===== config.mk =====
export PLATFORM = sky130hd
export DESIGN_NAME = tlik_sqrt_cell
export DESIGN_NICKNAME = d
export VERILOG_FILES = /design/src/sv/tlik_pkg.sv /design/src/sv/tlik_sqrt_cell.sv
export SDC_FILE = /design/constraint.sdc
export NUM_CORES = 1
export LEC_CHECK = 0
export BUFFER_PORTS_ARGS = -buffer_cell sky130_fd_sc_hd__buf_2
export CAP_MARGIN = 20
export CORE_ASPECT_RATIO = 0.8
export CORE_UTILIZATION = 40
export DETAILED_ROUTE_END_ITERATION = 16
export GPL_ROUTABILITY_DRIVEN = 0
export SYNTH_ARGS = -nofsm -noshare
export SYNTH_HDL_FRONTEND = slang
export SYNTH_SLANG_ARGS = --single-unit

===== constraint.sdc =====
create_clock -name clk -period 9.3 [get_ports clk]
set_clock_uncertainty 0.15 [all_clocks]
set_input_delay 1.86 -clock clk [delete_from_list [all_inputs] [get_ports clk]]
set_output_delay 1.86 -clock clk [all_outputs]
set_load 0.01 [all_outputs]

===== src/sv/tlik_pkg.sv =====
`default_nettype none
package tlik_pkg;

    localparam int COORD_BITS      = 11;
    localparam int ANGLE_FRAC_BITS = 13;
    localparam int LINK_BITS       = 10;

    localparam int CFG_W      = (COORD_BITS > LINK_BITS) ? COORD_BITS : LINK_BITS;
    localparam int CFG_IDX_W  = 2;

    localparam int DELTA_W    = COORD_BITS + 1;
    localparam int D2_W       = 2 * COORD_BITS + 1;
    localparam int N_W        = D2_W + 1;
    localparam int PROD_W     = 2 * LINK_BITS;
    localparam int SSQ_W      = PROD_W + 1;
    localparam int D_W        = PROD_W + 1;
    localparam int SQSUM_W    = 2 * (LINK_BITS + 1);
    localparam int SQ_W       = 2 * D_W + 4;
    localparam int ROOT_W     = D_W;
    localparam int SQRT_STEPS = ROOT_W;
    localparam int SQRT_K_W   = $clog2(SQRT_STEPS);

    localparam int ARG_W      = 40;
    localparam int NORM_TOP   = ARG_W;
    localparam int M_W        = ARG_W + 1;
    localparam int CORDIC_W   = ARG_W + 4;
    localparam int Z_W        = 36;
    localparam int NORM_STEPS = 6;
    localparam int CORDIC_STEPS = 30;
    localparam int IDX_W      = $clog2(CORDIC_STEPS);

    localparam int SHOULDER_W = ANGLE_FRAC_BITS + 3;
    localparam int ELBOW_W    = ANGLE_FRAC_BITS + 2;
    localparam int RND_SH     = 30 - ANGLE_FRAC_BITS;

    localparam logic signed [Z_W-1:0] PI_Q30     = 36'sd3373259426;
    localparam logic signed [Z_W:0]   TWO_PI_Q30 = 37'sd6746518852;

    // pipeline stage numbers, counted from the input transfer
    localparam int ST_SQRT_IN  = 5;
    localparam int ST_SQRT_OUT = ST_SQRT_IN + SQRT_STEPS;
    localparam int ST_PROD     = ST_SQRT_OUT + 1;
    localparam int ST_ARG      = ST_PROD + 1;
    localparam int ATAN_LAT    = 1 + NORM_STEPS + CORDIC_STEPS;
    localparam int ST_ANG      = ST_ARG + ATAN_LAT;
    localparam int ST_DIFF     = ST_ANG + 1;

    localparam logic [Z_W-1:0] ATAN_TAB [CORDIC_STEPS] = '{
        36'h03243F6A8, 36'h01DAC6705, 36'h00FADBAFC, 36'h007F56EA6, 36'h003FEAB76,
        36'h001FFD55B, 36'h000FFFAAA, 36'h0007FFF55, 36'h0003FFFEA, 36'h0001FFFFD,
        36'h0000FFFFF, 36'h00007FFFF, 36'h00003FFFF, 36'h00001FFFF, 36'h00000FFFF,
        36'h000007FFF, 36'h000003FFF, 36'h000001FFF, 36'h000000FFF, 36'h0000007FF,
        36'h0000003FF, 36'h0000001FF, 36'h0000000FF, 36'h00000007F, 36'h00000003F,
        36'h00000001F, 36'h00000000F, 36'h000000008, 36'h000000004, 36'h000000002
    };

    typedef enum logic [CFG_IDX_W-1:0] {
        REG_LINK1  = 2'd0,
        REG_LINK2  = 2'd1,
        REG_ORIG_X = 2'd2,
        REG_ORIG_Y = 2'd3
    } cfg_reg_e;

    typedef struct packed {
        logic [COORD_BITS-1:0] target_x;
        logic [COORD_BITS-1:0] target_y;
    } in_item_t;

    typedef struct packed {
        logic signed [SHOULDER_W-1:0] shoulder_angle;
        logic [ELBOW_W-1:0]           elbow_angle;
        logic                         unreachable;
    } out_item_t;

    typedef struct packed {
        logic signed [DELTA_W-1:0] dx;
        logic signed [DELTA_W-1:0] dy;
        logic signed [N_W-1:0]     n;
        logic                      unr;
    } side_t;

    typedef struct packed {
        logic signed [CORDIC_W-1:0] x;
        logic signed [CORDIC_W-1:0] y;
        logic signed [Z_W-1:0]      z;
        logic                       zero;
    } cordic_t;

endpackage
`default_nettype wire


===== src/sv/tlik_sqrt_cell.sv =====
`default_nettype none
module tlik_sqrt_cell (
    input  wire logic                          clk,
    input  wire logic                          en,
    input  wire logic [tlik_pkg::SQRT_K_W-1:0] k,
    input  wire logic [tlik_pkg::SQ_W-1:0]     rem_in,
    input  wire logic [tlik_pkg::SQ_W-1:0]     res_in,
    output logic      [tlik_pkg::SQ_W-1:0]     rem_out,
    output logic      [tlik_pkg::SQ_W-1:0]     res_out
);
    import tlik_pkg::*;

    logic [SQ_W-1:0] bit_w;
    logic [SQ_W-1:0] trial_w;
    logic [SQ_W-1:0] rem_reg, rem_next;
    logic [SQ_W-1:0] res_reg, res_next;

    always_comb
    begin
        bit_w   = SQ_W'(1) << {k, 1'b0};
        trial_w = res_in + bit_w;
        if (rem_in >= trial_w)
        begin
            rem_next = rem_in - trial_w;
            res_next = (res_in >> 1) + bit_w;
        end
        else
        begin
            rem_next = rem_in;
            res_next = res_in >> 1;
        end
    end

    always_ff @(posedge clk)
    begin
        if (en)
        begin
            rem_reg <= rem_next;
            res_reg <= res_next;
        end
    end

    assign rem_out = rem_reg;
    assign res_out = res_reg;
endmodule
`default_nettype wire


## Word level (Yosys, flattened, before mapping)

Index checks and enable logic that the tools add are counted.

| storage, ports and cells | value |
|---|---|
| flip-flop bits (word level) | 92 |
| input port bits | 99 |
| output and inout bits | 92 |

| operators by class | value |
|---|---|
| add/subtract/negate cells | 3 |
| magnitude comparators | 1 |
| shift operators | 1 |
| muxes and demuxes | 2 |

Operator list:

| cell | count |
|---|---|
| adder 45 x 46 -> 46 bit | 1 |
| adder 46 bit | 1 |
| greater-or-equal comparator 46 bit | 1 |
| 2-to-1 mux 46 bit | 1 |
| << shifter 1 x 6 -> 46 bit (first input constant) | 1 |
| subtractor 46 bit | 1 |
| 2-to-1 mux 45 bit | 1 |

## Depth between registers and ports, before layout

| depth | value |
|---|---|
| word-level depth | 4 |
| depth in mapped cells | 31 |

## Worst setup path after synthesis

No wires, ideal clock.

| path | value |
|---|---|
| path type | in2reg |
| from | in k[1] in the netlist's numbering |
| to | reg res_reg[40], in the netlist res_out[40], data pin |
| setup time | 0.271 ns |
| data arrival time | 7.491 ns |
| data required time | 8.879 ns |
| slack | 1.388 ns |
| stages | 31 |
| cell sequence | buf_2 -> nand2b_1 -> buf_2 -> nor2_1 -> ha_1 -> a31oi_1 -> o21bai_1 -> a31o_2 -> a41oi_1 -> o2bb2ai_1 -> a21oi_1 -> a31o_2 -> a31o_2 -> a21oi_1 -> o21bai_1 -> xnor2_1 -> ha_1 -> clkbuf_1 -> a21o_1 -> a21o_1 -> a21o_1 -> a21o_1 -> a21o_1 -> a221o_1 -> a221oi_1 -> a21o_1 -> buf_2 -> buf_2 -> nor3_1 -> a211oi_1 -> o311ai_1 |

| on the way | value |
|---|---|
| cells in the longest elaborated chain, start to end | 4 |
| elaborated cells between the ends (all ways) | 5 |
| classes of those cells | add/sub: 2; order compare: 1; shift: 1; mux: 1 |

Ends and longest elaborated chain:

| item | line | RTL |
|---|---|---|
| start, declared | tlik_sqrt_cell.sv:5 | `input wire logic [tlik_pkg::SQRT_K_W-1:0] k,` |
| << shifter 1 x 6 -> 46 bit (*) | tlik_sqrt_cell.sv:20 | `bit_w = SQ_W'(1) << {k, 1'b0};` |
| adder 46 bit | tlik_sqrt_cell.sv:21 | `trial_w = res_in + bit_w;` |
| greater-or-equal comparator 46 bit | tlik_sqrt_cell.sv:22 | `if (rem_in >= trial_w)` |
| 2-to-1 mux 45 bit (*) | tlik_sqrt_cell.sv:22 |  |
| via res_next[40] | tlik_sqrt_cell.sv:16 | `logic [SQ_W-1:0] res_reg, res_next;` |
| end signal, assigned | tlik_sqrt_cell.sv:39 | `res_reg <= res_next;` |
| end, declared | tlik_sqrt_cell.sv:16 |  |

Mark *: on every way through the listed nets, which the timed path passes. The rest lies on a longest branch.
A chain may end at the register's enable or synchronous reset.

## Worst setup path after layout

| path | value |
|---|---|
| from | in k[3] in the netlist's numbering |
| to | reg res_reg[13], in the netlist res_out[13], data pin |

Same word-level chain as after synthesis.

==> impl_results.md <==
- Largest net degree at the start of global routing: 73
- Sequential share of the synthesized area: 28.3%
- PortBufs: 190
- Initial Utilization: 41.2%
- Leading cell type in the layout, fill and taps excluded: buf_2
- Cell Area, Synth: ~9800 um2
- Via Count: 9350
- Ys Warns: 0
- Syn Area/Cell: between 8 and 9 um2
- Number of global-route vias before repair: 8319
- Layout area overhead: 15.1%
- Tot Pwr: approximately 1400 uW
- CTS tree: done
- Pre-Repair DR Iteration Count: 6
- Synthesized instance count: 1172
- GRT overflow: 0
- WL met2: 11.6 mm
- Placed cells: 1629
- Iter 0 DRT Violations: around 840
- Worst min-delay path class: input pin to flop
- Final Critical Period: around 8.5 ns
- Worst Path Arrival: 8.48 ns
- Max Used Layer: met4
- Core footprint: 23700 um2
- Met3 Wirelength: roughly 2.4 mm
- Critical path class: input pin to flop
- Pleak: 0.00456 uW
- Finished Layout Cells: 1645
- CP Capture Type: flop
- First-pass GRT wire length: around 46 mm
- WL final: 29.7 mm
- Antenna violations before repair: 0
- Status: complete, no violations
- Die height: roughly 140 um
- Post-synth EDFFs: just over 90
- CTS H-tree lvls: 3
- Clock Tree Buf Depth: 2
- Most frequent cells in the layout: 189 x buf_2, 132 x nand2_1, 108 x o21ai_0
- Async set-reset flop share out of synthesis: 0%
- Flops & latches, synth: 92
- Full die area: around 25000 um2
- Die Wd: around 180 um
- Critical path startpoint category: input pin
- Ratio of cells with drive above 1 in the final layout: 18.5%
- Inserted Diodes: 0
- CP startpoint: k[3]
- Residual DRC: 0
- # rows: 50
- RSZ-0062 raised after global routing: no
- Clock slew at reported path FFs: 0.07 ns
- IO Count: 191
- Clk root buf: clkbuf_16
- Main synth FF type: edfxtp_1
- Tot GR Track Use: 23.6%
- Final-report hold violation count: 0
- Vias/cell: 5.68
- Dpl hpwl: 23.7 mm
- Num Clock Sinks: 92
- Post-synthesis cell type count: 76
- Worst Path Required: between 9 and 10 ns
- Hold_buf cts: 0
- DRT antenna net count: 0
- Layout net count: ~1500
- M1 wire length: 15.4 mm
- Maximum vdd drop: 0.0865 mV
- Final worst path period share: 91.7%
- Sum of negative setup slack: 0 ns
- Max-slew violations: 0
- Endpoints failing setup: 0
- Max Freq: ~120 MHz
- Hold path startpoint: rem_in[41]
- Worst slew pin tran: 0.894 ns
- PwrDens: ~130 nW/um2
- # resized after CTS: 0
- Maxcap violations: 0
- CP Max Fanout: 25
- Syn Nets: between 1000 and 1500
- Cts bufs inserted: 9
- Post-CTS setup buffers: 0
- DR WL/cell: about 18 um
- Max-Slew Margin vs Limit: 40.3%
==> Yosys cell counts, types with 20 or more instances <==
master	n	share of area, %
nand2_1	132	5.1
o21ai_0	108	5.5
edfxtp_1	92	28
nor2_1	87	3.3
xnor2_1	84	7.5
ha_1	76	9.7
a21oi_1	74	3.8
xor2_1	57	5.1
a21o_1	37	2.8
a31oi_1	31	2.0
clkbuf_1	30	1.2
nand3_1	30	1.5
inv_1	27	1.0
nor3_1	20	1.0
==> final timing paths <==
| path | cells past startpoint | end |
|---|---|---|
| min | 3 | rem_out[41]$_DFFE_PP_ |
| max | 26 | res_out[13]$_DFFE_PP_ |
==> area by class of cell <==
class | count | area, um2
tap | 312 | 390
clock buffer | 10 | 229
clock inverter | 6 | 40.0
multi-input combinational | 998 | 6690
inverter | 29 | 109
sequential | 92 | 2760
fill | 2332 | 12500
timing repair buffer | 198 | 1030
==> where the power goes <==
group / total [uW] / internal [uW] / switching [uW]
Clock: 365 / 182 / 183
Sequential: 533 / 520 / 13.8
Combinational: 515 / 200 / 315
Total: 1410 / 902 / 511
==> layer usage <==
layer	track usage, %	vias to the layer above
met4	4.81	0
met2	32.5	372
met5	0	-
met3	3.64	25
li1	-	4664
met1	37.8	4289
==> through the flow <==
step	cell area [um2]	worst slack [ns]	hold WS [ns]	utilization, %
after global routing	11200	0.285	1.65	47.4
after global placement	11000	0.518	2.02	46.3
final	11200	0.774	1.64	47.4
after floorplan	9770	1.39	1.82	-
after CTS	11200	0.770	1.64	47.4
after detailed placement	11000	0.404	2.02	46.3
==> worst max-delay path, cell delays in order <==
cell      delay [ns]
buf_2           0.13
or3_1           0.58
nor2_1          0.22
ha_1            0.28
and2_1          0.19
a31oi_1         0.29
o31ai_1         0.18
a41oi_1         0.27
a21oi_1         0.19
a31o_2          0.30
a31o_2          0.26
a21oi_1         0.23
o21bai_1        0.12
xnor2_1         0.21
ha_1            0.35
a21o_1          0.19
a21o_1          0.16
a21o_1          0.18
a21o_1          0.17
a21o_1          0.17
a221o_1         0.36
a221oi_1        0.57
a21o_4          0.42
buf_4           0.32
a211oi_1        0.09
xor2_1          0.16
==> sequential cells by signal (all words and copies together) (netlist names) <==
signal and cells:
rem_out 46, res_out 46
==> cell families (layout without fill, tap and decap cells) <==
family / count (synthesis) / after routing / share of synthesized area [%]
AND/OR/NAND/NOR: 391 / 391 / 19.3
AO/OA/AOI/OAI: 375 / 375 / 24.9
XOR/XNOR: 141 / 141 / 12.6
flip-flops: 92 / 92 / 28.3
buffers and inverters: 82 / 243 / 3.44
adder cells (fa/ha/maj): 79 / 79 / 10.1
multiplexers: 12 / 12 / 1.33
No activity file was read; power rests on OpenSTA's default activity.
